--- src/hdl/rde_pkg.sv ---
package rde_pkg;

    localparam int VALUE_W     = 32;
    localparam int RADIX_W     = 5;
    localparam int SYM_W       = 8;
    localparam int DIGIT_W     = 4;
    localparam int CFG_W       = 64;
    localparam int CFG_IDX_W   = 2;
    localparam int MAX_SYMBOLS = 16;
    localparam int MAX_DIGITS  = 32;
    localparam int CNT_W       = $clog2(MAX_DIGITS + 1);
    localparam int IDX_W       = $clog2(MAX_DIGITS);
    localparam int BITCNT_W    = $clog2(VALUE_W);
    localparam int REM_W       = DIGIT_W + 1;

    localparam logic [SYM_W-1:0]   ASCII_ZERO = 8'h30;

    localparam logic [RADIX_W-1:0] RADIX_RESET   = 5'd10;
    localparam logic [CFG_W-1:0]   SYM_LO_RESET  = 64'd3978425819141910832;
    localparam logic [CFG_W-1:0]   SYM_HI_RESET  = 64'd7378413942531504440;

    localparam logic [CFG_IDX_W-1:0] CFG_RADIX   = 2'd0;
    localparam logic [CFG_IDX_W-1:0] CFG_SYM_LO  = 2'd1;
    localparam logic [CFG_IDX_W-1:0] CFG_SYM_HI  = 2'd2;

    typedef struct packed {
        logic               done;
        logic [VALUE_W-1:0] quotient;
        logic [DIGIT_W-1:0] digit;
    } div_result_t;

    function automatic logic [SYM_W-1:0] symbol_of(
        input logic [DIGIT_W-1:0] d,
        input logic [CFG_W-1:0]   lo,
        input logic [CFG_W-1:0]   hi
    );
        logic [CFG_W-1:0] bank;
        bank = d[DIGIT_W-1] ? hi : lo;
        return bank[SYM_W*d[DIGIT_W-2:0] +: SYM_W];
    endfunction

endpackage

--- src/hdl/radix_digit_emitter.sv ---
// Converts each 32-bit value to its digits in the configured radix (2 to 16, larger
// values act as 16) and sends them most significant first, one symbol byte per
// transaction, with m_last on the final one. A zero value, or a radix below two,
// gives the single byte 0x30. Digits come from a bit-serial restoring divider that
// retires one quotient bit per cycle, one full division per digit. The next value
// is taken once the last symbol has left the stack, while that symbol may still
// wait in the output register. Registers: index 0 radix, 1 symbols for digits 0-7,
// 2 symbols for digits 8-15, lowest byte first; write them only while idle.
// cfg_ready is always high.
module radix_digit_emitter
    import rde_pkg::*;
(
    input  logic                 aclk,
    input  logic                 aresetn,
    input  logic                 s_valid,
    output logic                 s_ready,
    input  logic [VALUE_W-1:0]   s_value,
    output logic                 m_valid,
    input  logic                 m_ready,
    output logic [SYM_W-1:0]     m_symbol,
    output logic                 m_last,
    input  logic                 cfg_valid,
    output logic                 cfg_ready,
    input  logic [CFG_IDX_W-1:0] cfg_index,
    input  logic [CFG_W-1:0]     cfg_data
);

    typedef enum logic [1:0] {
        ST_IDLE,
        ST_DIV,
        ST_EMIT,
        ST_ZERO
    } state_t;

    state_t             state_reg;
    logic [RADIX_W-1:0] radix_reg;
    logic [CFG_W-1:0]   sym_lo_reg;
    logic [CFG_W-1:0]   sym_hi_reg;
    logic [RADIX_W-1:0] work_radix_reg;
    logic               m_valid_reg;
    logic [SYM_W-1:0]   m_symbol_reg;
    logic               m_last_reg;

    logic [RADIX_W-1:0] radix_sat;
    logic               s_take;
    logic               out_free;
    logic               div_start;
    logic [VALUE_W-1:0] div_dividend;
    logic [RADIX_W-1:0] div_divisor;
    div_result_t        div_res;
    logic               push;
    logic               pop;
    logic [CNT_W-1:0]   count;
    logic [DIGIT_W-1:0] top_digit;
    logic               div_more;

    assign s_ready   = (state_reg == ST_IDLE);
    assign cfg_ready = 1'b1;
    assign s_take    = s_valid && s_ready;
    assign out_free  = !m_valid_reg || m_ready;
    assign radix_sat = (radix_reg > RADIX_W'(MAX_SYMBOLS)) ? RADIX_W'(MAX_SYMBOLS)
                                                           : radix_reg;

    assign push     = (state_reg == ST_DIV) && div_res.done;
    assign div_more = (div_res.quotient != '0) && (count != CNT_W'(MAX_DIGITS - 1));
    assign pop      = (state_reg == ST_EMIT) && out_free;

    always_comb begin
        div_start    = 1'b0;
        div_dividend = s_value;
        div_divisor  = radix_sat;
        if (state_reg == ST_IDLE) begin
            div_start = s_take && (s_value != '0) && (radix_sat >= RADIX_W'(2));
        end else if (push && div_more) begin
            div_start    = 1'b1;
            div_dividend = div_res.quotient;
            div_divisor  = work_radix_reg;
        end
    end

    rde_divider u_divider (
        .aclk     (aclk),
        .aresetn  (aresetn),
        .start    (div_start),
        .dividend (div_dividend),
        .divisor  (div_divisor),
        .result   (div_res)
    );

    rde_digit_stack u_stack (
        .aclk       (aclk),
        .aresetn    (aresetn),
        .push       (push),
        .push_digit (div_res.digit),
        .pop        (pop),
        .count      (count),
        .top_digit  (top_digit)
    );

    always_ff @(posedge aclk) begin
        if (!aresetn) begin
            radix_reg  <= RADIX_RESET;
            sym_lo_reg <= SYM_LO_RESET;
            sym_hi_reg <= SYM_HI_RESET;
        end else if (cfg_valid && cfg_ready) begin
            unique case (cfg_index)
                CFG_RADIX:  radix_reg  <= cfg_data[RADIX_W-1:0];
                CFG_SYM_LO: sym_lo_reg <= cfg_data;
                CFG_SYM_HI: sym_hi_reg <= cfg_data;
                default:    ;
            endcase
        end
    end

    always_ff @(posedge aclk) begin
        if (!aresetn) begin
            state_reg   <= ST_IDLE;
            m_valid_reg <= 1'b0;
        end else begin
            m_valid_reg <= (m_valid_reg && !m_ready)
                        || (((state_reg == ST_EMIT) || (state_reg == ST_ZERO)) && out_free);
            unique case (state_reg)
                ST_IDLE: begin
                    if (s_take) begin
                        state_reg <= div_start ? ST_DIV : ST_ZERO;
                    end
                end
                ST_DIV: begin
                    if (push && !div_more) begin
                        state_reg <= ST_EMIT;
                    end
                end
                ST_EMIT: begin
                    if (out_free && count == CNT_W'(1)) begin
                        state_reg <= ST_IDLE;
                    end
                end
                ST_ZERO: begin
                    if (out_free) begin
                        state_reg <= ST_IDLE;
                    end
                end
                default: state_reg <= ST_IDLE;
            endcase
        end
        if (s_take) begin
            work_radix_reg <= radix_sat;
        end
        if (pop) begin
            m_symbol_reg <= symbol_of(top_digit, sym_lo_reg, sym_hi_reg);
            m_last_reg   <= (count == CNT_W'(1));
        end else if (state_reg == ST_ZERO && out_free) begin
            m_symbol_reg <= ASCII_ZERO;
            m_last_reg   <= 1'b1;
        end
    end

    assign m_valid  = m_valid_reg;
    assign m_symbol = m_symbol_reg;
    assign m_last   = m_last_reg;

endmodule

--- src/hdl/rde_divider.sv ---
module rde_divider
    import rde_pkg::*;
(
    input  logic               aclk,
    input  logic               aresetn,
    input  logic               start,
    input  logic [VALUE_W-1:0] dividend,
    input  logic [RADIX_W-1:0] divisor,
    output div_result_t        result
);

    logic                busy_reg, busy_next;
    logic                done_reg, done_next;
    logic [BITCNT_W-1:0] cnt_reg, cnt_next;
    logic [VALUE_W-1:0]  quo_reg, quo_next;
    logic [DIGIT_W-1:0]  rem_reg, rem_next;
    logic [RADIX_W-1:0]  div_reg, div_next;
    logic [REM_W-1:0]    trial;
    logic [REM_W-1:0]    diff;
    logic                ge;

    // restoring division, one quotient bit per cycle
    assign trial = {rem_reg, quo_reg[VALUE_W-1]};
    assign ge    = trial >= div_reg;
    assign diff  = trial - div_reg;

    always_comb begin
        busy_next = busy_reg;
        done_next = 1'b0;
        cnt_next  = cnt_reg;
        quo_next  = quo_reg;
        rem_next  = rem_reg;
        div_next  = div_reg;
        if (start) begin
            busy_next = 1'b1;
            cnt_next  = '0;
            quo_next  = dividend;
            rem_next  = '0;
            div_next  = divisor;
        end else if (busy_reg) begin
            quo_next = {quo_reg[VALUE_W-2:0], ge};
            rem_next = ge ? diff[DIGIT_W-1:0] : trial[DIGIT_W-1:0];
            cnt_next = cnt_reg + 1'b1;
            if (cnt_reg == BITCNT_W'(VALUE_W - 1)) begin
                busy_next = 1'b0;
                done_next = 1'b1;
            end
        end
    end

    always_ff @(posedge aclk) begin
        if (!aresetn) begin
            busy_reg <= 1'b0;
            done_reg <= 1'b0;
            cnt_reg  <= '0;
        end else begin
            busy_reg <= busy_next;
            done_reg <= done_next;
            cnt_reg  <= cnt_next;
        end
        quo_reg <= quo_next;
        rem_reg <= rem_next;
        div_reg <= div_next;
    end

    assign result.done     = done_reg;
    assign result.quotient = quo_reg;
    assign result.digit    = rem_reg;

endmodule

--- src/hdl/rde_digit_stack.sv ---
module rde_digit_stack
    import rde_pkg::*;
(
    input  logic               aclk,
    input  logic               aresetn,
    input  logic               push,
    input  logic [DIGIT_W-1:0] push_digit,
    input  logic               pop,
    output logic [CNT_W-1:0]   count,
    output logic [DIGIT_W-1:0] top_digit
);

    logic [DIGIT_W-1:0] buf_reg [MAX_DIGITS];
    logic [DIGIT_W-1:0] top_reg;
    logic [CNT_W-1:0]   count_reg, count_next;
    logic [CNT_W-1:0]   top_pos;
    logic [CNT_W-1:0]   below_pos;

    assign top_pos   = count_reg - 1'b1;
    assign below_pos = count_reg - 2'd2;

    always_comb begin
        count_next = count_reg;
        if (push) begin
            count_next = count_reg + 1'b1;
        end else if (pop) begin
            count_next = top_pos;
        end
    end

    // top_reg holds the newest entry; a pop fetches the one beneath it
    always_ff @(posedge aclk) begin
        if (!aresetn) begin
            count_reg <= '0;
        end else begin
            count_reg <= count_next;
        end
        if (push) begin
            buf_reg[count_reg[IDX_W-1:0]] <= push_digit;
            top_reg                       <= push_digit;
        end else if (pop) begin
            top_reg <= buf_reg[below_pos[IDX_W-1:0]];
        end
    end

    assign count     = count_reg;
    assign top_digit = top_reg;

endmodule

--- config.mk ---
export PLATFORM = sky130hd
export DESIGN_NAME = radix_digit_emitter
export DESIGN_NICKNAME = d
export VERILOG_FILES = /design/src/hdl/rde_pkg.sv /design/src/hdl/radix_digit_emitter.sv /design/src/hdl/rde_divider.sv /design/src/hdl/rde_digit_stack.sv
export SDC_FILE = /design/constraint.sdc
export NUM_CORES = 1
export LEC_CHECK = 0
export BUFFER_PORTS_ARGS = -buffer_cell sky130_fd_sc_hd__buf_2
export CAP_MARGIN = 0
export CORE_MARGIN = 2
export CORE_UTILIZATION = 54
export DETAILED_ROUTE_END_ITERATION = 10
export PLACE_DENSITY = 0.86
export SYNTH_ARGS = -nofsm -noshare
export SYNTH_HDL_FRONTEND = slang
export SYNTH_HIERARCHICAL = 1
export SYNTH_SLANG_ARGS = --single-unit
export TNS_END_PERCENT = 100
--- constraint.sdc ---
create_clock -name aclk -period 2.6 [get_ports aclk]
set_input_delay 0.13 -clock aclk [delete_from_list [all_inputs] [get_ports aclk]]
set_output_delay 0.13 -clock aclk [all_outputs]
set_load 0.02 [all_outputs]
==> results of run 1 <==
repair_timing:
action                                 4_1_cts  5_1_grt
setup endpoints to repair                    3       65
cloned                                       0        1
endpoints found under the hold margin      133        0
resized for setup                            1        4
hold buffers                                64        0
cell families (layout without fill, tap and decap cells):
kind of cell             count (synthesis)  in the layout  share of synthesized area, %
AO/OA/AOI/OAI                          116            116                          4.66
XOR/XNOR                                11             11                         0.653
buffers and inverters                   99            293                          3.03
other                                    1              3                        0.0254
flip-flops                             336            336                          58.0
multiplexers                           159            159                          18.0
adder cells (fa/ha/maj)                 14             14                          1.29
AND/OR/NAND/NOR                        480            480                          14.3
area by class of cell:
| cell class | count | area, um^2 | area share, % |
|---|---|---|---|
| clock inverter | 15 | 109 | 0.620 |
| antenna | 2 | 5.00 | 0.0285 |
| clock buffer | 46 | 1010 | 5.75 |
| sequential | 336 | 8560 | 48.7 |
| tap | 341 | 427 | 2.43 |
| multi-input combinational | 781 | 5780 | 32.9 |
| timing repair buffer | 214 | 1600 | 9.12 |
| inverter | 18 | 67.6 | 0.385 |
worst max-delay path by stage:
stage | from | endpoint | slack (ps)
6_report | u_stack/count[2] | u_stack/top_digit[3] | 60
5_1_grt | u_divider/quo_reg[17] | u_divider/quo_reg[14] | 9
4_1_cts | u_divider/quo_reg[0] | u_divider/quo_reg[23] | 30
3_5_place_dp | u_divider/quo_reg[17] | u_divider/quo_reg[23] | -1
3_3_place_gp | u_divider/quo_reg[17] | u_divider/quo_reg[26] | 80
2_1_floorplan | u_stack/count[1] | u_stack/top_digit[0] | 10
power breakdown:
group	total [mW]	switching [mW]	leakage, nW	internal, mW
clock	4.92	2.08	0.558	2.84
sequential	7.04	0.463	2.95	6.58
combinational	5.43	2.87	2.97	2.55
worst register-to-register path, cell delays in order, from the launching register on:
cell and delay, ps:
dfxtp_1 360, buf_4 190, or3_1 450, nor3b_1 330, a21oi_1 100, a2111oi_0 550
buf_4 210, a2111oi_0 80
layer usage:
metal	vias up	part of all wire, %
met5	-	0
met4	0	5.6
met3	208	9.2
met2	793	48
met1	5302	37
li1	4772	-
Yosys cell counts (2+ instances only):
| cell type | count | area [um^2] |
|---|---|---|
| fa_1 | 2 | 40.0 |
| nor2_1 | 56 | 210 |
| or2_2 | 2 | 12.5 |
| or3_1 | 8 | 50.1 |
| inv_1 | 16 | 60.1 |
| nand3_1 | 63 | 315 |
| mux4_2 | 69 | 1550 |
| nand2_1 | 277 | 1040 |
| mux2i_1 | 10 | 100 |
| buf_1 | 6 | 22.5 |
| and3_1 | 9 | 56.3 |
| nor3_1 | 5 | 25.0 |
| buf_4 | 6 | 45.0 |
| a2111oi_0 | 3 | 26.3 |
| nor2b_1 | 10 | 62.6 |
| o21a_1 | 2 | 15.0 |
| inv_2 | 2 | 7.51 |
| buf_6 | 3 | 33.8 |
| dfxtp_1 | 153 | 3060 |
| edfxtp_1 | 183 | 5500 |
| mux4_1 | 7 | 184 |
| nor3b_1 | 3 | 22.5 |
| o21ai_1 | 4 | 20.0 |
| ha_1 | 12 | 150 |
| a21oi_1 | 82 | 410 |
| a21o_1 | 2 | 15.0 |
| o311ai_1 | 2 | 17.5 |
| nand3b_1 | 4 | 30.0 |
| nor4_1 | 20 | 125 |
| mux2_2 | 73 | 822 |
| xor2_1 | 5 | 43.8 |
| nand2b_1 | 6 | 37.5 |
| clkbuf_1 | 50 | 188 |
| o21ai_0 | 4 | 20.0 |
| xnor2_1 | 6 | 52.6 |
| o32ai_1 | 3 | 26.3 |
| buf_2 | 15 | 75.1 |
| nand4_1 | 6 | 37.5 |
| and2_1 | 2 | 12.5 |
| or4_1 | 2 | 15.0 |
==> results by stage, run 1 <==
Outcome:
- The run finished with clean final reports.

STA:
- After layout, the minimum clock period comes to 2540 ps.
- The final count of negative-setup-slack endpoints is 0.
- Static timing analysis puts the maximum clock frequency at 0.393 GHz.
- The final period utilization is 97.8%.
- Hold timing on the final database bottoms out at a slack of 70.0 ps.
- The worst path meets setup with 57.4 ps of slack.
- The transition at the pin with the smallest max-transition slack is 1020 ps.
- The tightest slew margin relative to the limit is 31.9%.
- The number of max-slew violations in the final report is 0.
- Across the routed clock network, the largest skew measured is 16.2 ps.
- The setup TNS is 0 ps.
- The final hold violation count is 0.
- Setup repair after global routing left no endpoint under its margin.

Hold path:
- In this run the most critical hold path is launched from s_value[3].
- The cell depth of the worst min-delay path is 3.
- The path with the worst hold slack has its endpoint at u_divider/quo_reg[3].
- The kind of path behind the tightest hold check is input port to flop.

Floorplanning:
- The area enclosed by the die boundary is 0.0287 mm^2.
- The core region area is 0.0269 mm^2.
- The vertical die dimension is 169 um.
- The number of placement rows is 60.
- The starting density of the core is 54.9%.
- The number of primary I/O pins is 115.
- From left edge to right edge, the die measures 169 um.

Clock tree:
- In this run the post-CTS setup repair buffer count came out at 0.
- The H-tree was split into 2 levels.
- For the worst-skew pair, the clock arrives at the later sink with an insertion delay of 520 ps.
- The longest clock path from root to sink contains 3 buffers.
- Counting the buffers created by CTS gives 34.
- The clock tree from TritonCTS is yes.
- The cell sitting at the root of the clock tree is a clkbuf_16.
- The clock transition at the registers of the reported paths is 60 ps.
- The clock net in this run drives a total of 336 sinks.

Worst setup path:
- Counting both buffers and inverters, the worst setup path holds a total of 2.
- The depth of the worst register-to-register path is 7.
- The startpoint of the lowest-slack register-to-register path is u_stack/count[2].
- The kind of start point of the critical path is a flop.
- On the critical path the largest part of the delay comes from simple AND/OR/NAND/NOR gates.
- The worst-path maximum fanout is 7.
- The largest stage delay on the critical path is 550 ps.
- The cell with the biggest individual delay on the critical path is a2111oi_0.
- The signal on the critical path passes through buf_4 > or3_1 > nor3b_1 > a21oi_1 > a2111oi_0 > buf_4 > a2111oi_0.
- The startpoint-to-endpoint class of the critical path is flop to flop.
- The worst reg2reg path endpoint is u_stack/top_digit[3].
- The reg2reg setup slack is 60 ps.
- For the worst setup path, the data arrival time is 2780 ps.
- The nature of the critical path endpoint is a flop.
- In this run the number of cells on the critical path is 7.
- The data required time at the worst endpoint is 2830 ps.

Power and ir drop:
- The analysis attributes to cell leakage a power of 6.48 nW.
- The design draws 17.4 mW.
- The worst-case IR drop observed on VDD is 583 uV.
- The cell area power density is 990 mW/mm^2.

Synth:
- The async set-reset flop share out of synthesis is 0%.
- Counting flops and latches in the post-synthesis netlist gives 336.
- The most used flip-flop cell after synthesis is edfxtp_1.
- The mapped cell area is 0.0148 mm^2.
- The synthesized design contains 183 enable-type register cells.
- The number of warnings printed during yosys synthesis is 6.
- The gate count after technology mapping is 1216.
- The number of nets handed over by synthesis was 1333.
- The number of unique standard cell types used by synthesis is 63.
- After synthesis, the mean cell area works out to 12.1 um^2.
- Summing the sequential cell areas from Yosys gives 58.0% of the chip area.

Routing:
- The number of detailed-routing iterations run before antenna repair is 6.
- The count of nets left with antenna violations after detail routing is 0.
- After detailed routing, the total wire length is 38900 um.
- In the routed design, unresolved DRC markers number 0.
- The average wire per cell in the routed design is 22.2 um.
- After the first detailed-routing iteration, the DRC count stood at 1553.
- The per-cell via count in the routed design is 6.32.
- The total vias in the final route is 11100.

Final layout:
- The layout has 1791 filler cells.
- Measured on the finished design, the core utilization comes to 65.3%.
- The register with the most flip-flops in the layout has 128 of them.
- The library cells used most frequently in the layout, excluding fill and tap cells, are nand2_1, edfxtp_1, dfxtp_1, buf_2, a21oi_1.
- Once layout is done, the placed cells without fillers occupy 0.0176 mm^2.
- Leaving out fill and tap cells, the most frequent cell in the layout is nand2_1.
- The ratio of cells with drive above 1 in the final layout is 26.0%.
- The final layout contains 1502 nets.
- The area growth from synthesis to layout is 19.0%.
- The count of cells in the finished layout, fillers not included, comes to 1753.

Global route:
- After global routing the overflow that remains totals 0.
- The highest-utilization routing layer at the global route stage is met2.
- In the global route stage, met2 resource usage came out at 44.8%.
- The number of global-route vias before repair is 11100.
- Global routing used 27.0% of the available tracks across all layers.
- For this run, global-route usage on met3 was measured as 5.13%.
- The initial antenna violation count is 2.
- Global routing used 34.3% of the available met1 tracks.
- The first global-routing pass estimated 60300 um of wire.
- The maximum number of pins on one net before global-route repair is 65.

Place:
- Summed over all nets, the half-perimeter wirelength after detailed placement is 21900 um.
- The final weighted congestion in routability-driven placement is 0.857.
- The pre-CTS setup slack is -1.11 ps.
- The area after detailed placement is 0.0158 mm^2.
- Counting tap cells, the placed design contains a total of 1625 instances.
- The number of buffer cells added on primary ports is 113.

Run:
- The total of max-cap violations is 0.
Note: power is estimated with default switching activity, not from simulation.
==> run 2, diff against run 1 <==
==> constraint.sdc (replaced) <==
create_clock -name aclk -period 2.6 [get_ports aclk]
set_input_delay 0.52 -clock aclk [delete_from_list [all_inputs] [get_ports aclk]]
set_output_delay 0.52 -clock aclk [all_outputs]
set_load 0.02 [all_outputs]
==> run 2 against run 1 <==
Net effect: via count down 4.8%; sequential share of layout area grew 1.5 points; power shrank 0.47%; sequential power is essentially flat; hold slack improved by 170 ps; global-route usage decreased by 2.3 points; register-to-register slack improved by 100 ps; count of clock-buffer cells in the layout up 9; largest cell class unchanged; clock power about the same; cell area decreased by 2.9%.
==> results by stage, run 2 (synthesis results as in run 1) <==
Outcome:
- The flow ran to the end, and the final reports show no timing, DRC or antenna violations.

Floorplanning:
- Pin placement for this block handled 115 I/O pins.
- The core region area is 0.0269 mm^2.
- The starting density of the core is 54.9%.
- The initialized floorplan defines 60 standard-cell rows.
- The vertical die dimension is 169 um.
- The area enclosed by the die boundary is 0.0287 mm^2.
- The die outline width is 169 um.

Worst setup path:
- The startpoint-to-endpoint class of the critical path is flop to flop.
- The worst-path maximum fanout is 12.
- The startpoint of the worst setup timing path is state_reg[0].
- The largest single stage delay on the critical path is 540 ps.
- At the worst endpoint, the required time is 2740 ps.
- For the worst flop-to-flop path, the logic depth is 5.
- The nature of the critical path endpoint is a flop.
- The startpoint of the lowest-slack register-to-register path is state_reg[0].
- STA classifies the critical path startpoint as a flop.
- Traced cell by cell, the critical path runs through inv_1 > nor3_1 > inv_2 > or3_1 > nor2_1.
- The cell with the biggest individual delay on the critical path is or3_1.
- At the worst endpoint, the arrival time is 2580 ps.
- The worst setup path endpoint is u_stack/buf_reg[0][0].
- The worst register-to-register path ends at u_stack/buf_reg[0][0].
- The reg2reg setup slack is 160 ps.

STA:
- The final hold violation count is 0.
- The final critical delay including setup and external delays is 2440 ps.
- The transition at the pin with the smallest max-transition slack is 746 ps.
- Setup violations remaining at the end of the flow were counted as 0.
- The number of max-slew violations in the final report is 0.
- The tightest slew margin relative to the limit is 49.0%.
- Across the routed clock network, the largest skew measured is 12.1 ps.
- After layout, the worst setup slack is 159 ps.
- The final period utilization is 93.9%.
- Derived from the worst setup path, the maximum achievable clock frequency is 0.410 GHz.

Global route:
- The first global-routing pass estimated 55600 um of wire.
- Summed over all layers, the global routing overflow is 0.
- The initial antenna violation count is 5.
- Entering global routing, the biggest net connects 65 pins.
- Global routing used 24.7% of the available tracks across all layers.
- The number of global-route vias before repair was 10600.

Power and ir drop:
- The portion of total power attributed to sequential cells is 40.6%.
- The share of total power in the clock network is 28.3%.
- The total power is 17.3 mW.
- Across the VDD grid, the largest voltage drop is 573 uV.
- Net switching is 30.4% of the power.
- The internal cell power is 12.0 mW.
- The cell area power density is 1020 mW/mm^2.
- The switching power summed over all nets is 5.26 mW.
- Combinational logic burns 31.1% of the power.
- The static leakage is 6.27 nW.

Routing:
- The number of remaining DRC errors is 0.
- In this run, the number of DRC markers left after iteration 0 of detailed routing was 1080.
- The routed layout has 10500 vias.
- Before antenna repair, the detailed router went through 8 iterations.
- In the routed layout, each cell is associated on average with a via count of 6.20.
- The final layout contains routed wiring with a total length of 35900 um.
- Once detail routing completed, the nets flagged for antenna violations numbered 0.
- The average wire per cell in the routed design is 21.1 um.

Clock tree:
- The clock passes through at most 3 buffers.
- The source-to-sink clock delay at the later pin of the worst-skew pair is 510 ps.
- TritonCTS built the clock tree.
- The H-tree was split into 2 levels.
- Hold repair after CTS inserted 0 buffers.
- Clock tree synthesis selected as its root buffer the cell clkbuf_16.
- The clock transition at the registers of the reported paths is 60 ps.
- The clock buffer count from CTS is 34.
- The TritonCTS sink count is 336.
- The post-CTS setup buffer count is 0.

Final layout:
- In the layout the commonest cells are nand2_1, edfxtp_1, dfxtp_1, buf_2, a21oi_1.
- The register with the most flip-flops in the layout has 128 of them.
- The area growth from synthesis to layout is 15.5%.
- After routing the design area is 0.0170 mm^2.
- The net count reported at finish is 1447.
- Cells with a size suffix above 1 make up 27.7% of the layout.
- The total area of multi-input combinational cells is 0.00579 mm^2.
- Summing all flip-flop and latch instances after layout gives 0.00856 mm^2.
- The library cell used most frequently in the layout, excluding fill and tap cells, is nand2_1.
- The layout has 1808 filler cells.
- The core occupancy in the finished layout is 63.4%.

Place:
- Once detailed placement completed, the half-perimeter wirelength came to 22400 um.
- Buffers placed on the I/O ports in this run total 113.
- Timing analysis after detailed placement gives a worst setup slack of -95.5 ps.
- In this run the cell area measured after placement is 0.0158 mm^2.
- The final weighted congestion in routability-driven placement is 0.844.

Run:
- The tool flagged a number of max-cap violations equal to 0.

Hold path:
- The worst hold path belongs to the class input port to flop.
==> run 2: layer usage <==
metal | up-vias | part of all wire, % | track usage [%]
li1 | 4671 | - | -
met1 | 5205 | 39 | 31.6
met2 | 552 | 50 | 42.1
met3 | 108 | 7.9 | 5.06
met4 | 2 | 3.3 | 8.84
met5 | - | 0.036 | 0
==> run 2: cell type report <==
| class | instances | share of cell area (%) |
|---|---|---|
| diodes | 4 | 0.0587 |
| flip-flops and latches | 336 | 50.2 |
| clock inverters | 7 | 0.374 |
| multi-input cells | 781 | 34.0 |
| clock buffers | 55 | 6.30 |
| well taps | 341 | 2.50 |
| inverters | 18 | 0.396 |
| repair buffers | 159 | 6.18 |
==> run 2: worst min path at each step <==
stage,from,to,slack (ps),cells past startpoint
final,cfg_data[44],sym_lo_reg[44],240,3
after global routing,cfg_data[12],sym_lo_reg[12],240,3
after CTS,cfg_data[44],sym_lo_reg[44],230,3
after detailed placement,sym_hi_reg[17],sym_hi_reg[17],450,2
after global placement,sym_lo_reg[11],sym_lo_reg[11],440,2
after floorplan,sym_hi_reg[0],sym_hi_reg[0],430,2
==> run 2: critical path, delay by kind of cell (launching register included) <==
family / cells / cell delay (ps)
buf+inv: 2 / 400
flops: 1 / 340
simple gates: 3 / 1340
==> run 2: power by group through the flow <==
| stage | clock network, mW | registers [mW] | logic (mW) |
|---|---|---|---|
| 3_5_place_dp | 0 | 7.09 | 5.25 |
| 6_report | 4.90 | 7.02 | 5.38 |
| 3_3_place_gp | 0 | 7.06 | 5.04 |
| 4_1_cts | 4.94 | 7.01 | 5.33 |
| 2_1_floorplan | 0 | 7.11 | 3.51 |
| 5_1_grt | 5.13 | 7.08 | 5.72 |
==> run 2: repair_timing <==
action                     in CTS  in global routing
resized for setup               4                  3
setup endpoints to repair      32                  8
cloned                          0                  1
==> run 2: per-stage QoR <==
step                      hold slack [ps]  cells  setup TNS, ps
after CTS                             231   1696              0
after floorplan                       433   1216              0
after global routing                  238   1699          -12.8
final                                 240   1701              0
after detailed placement              447   1634          -2310
after global placement                439   1634              0
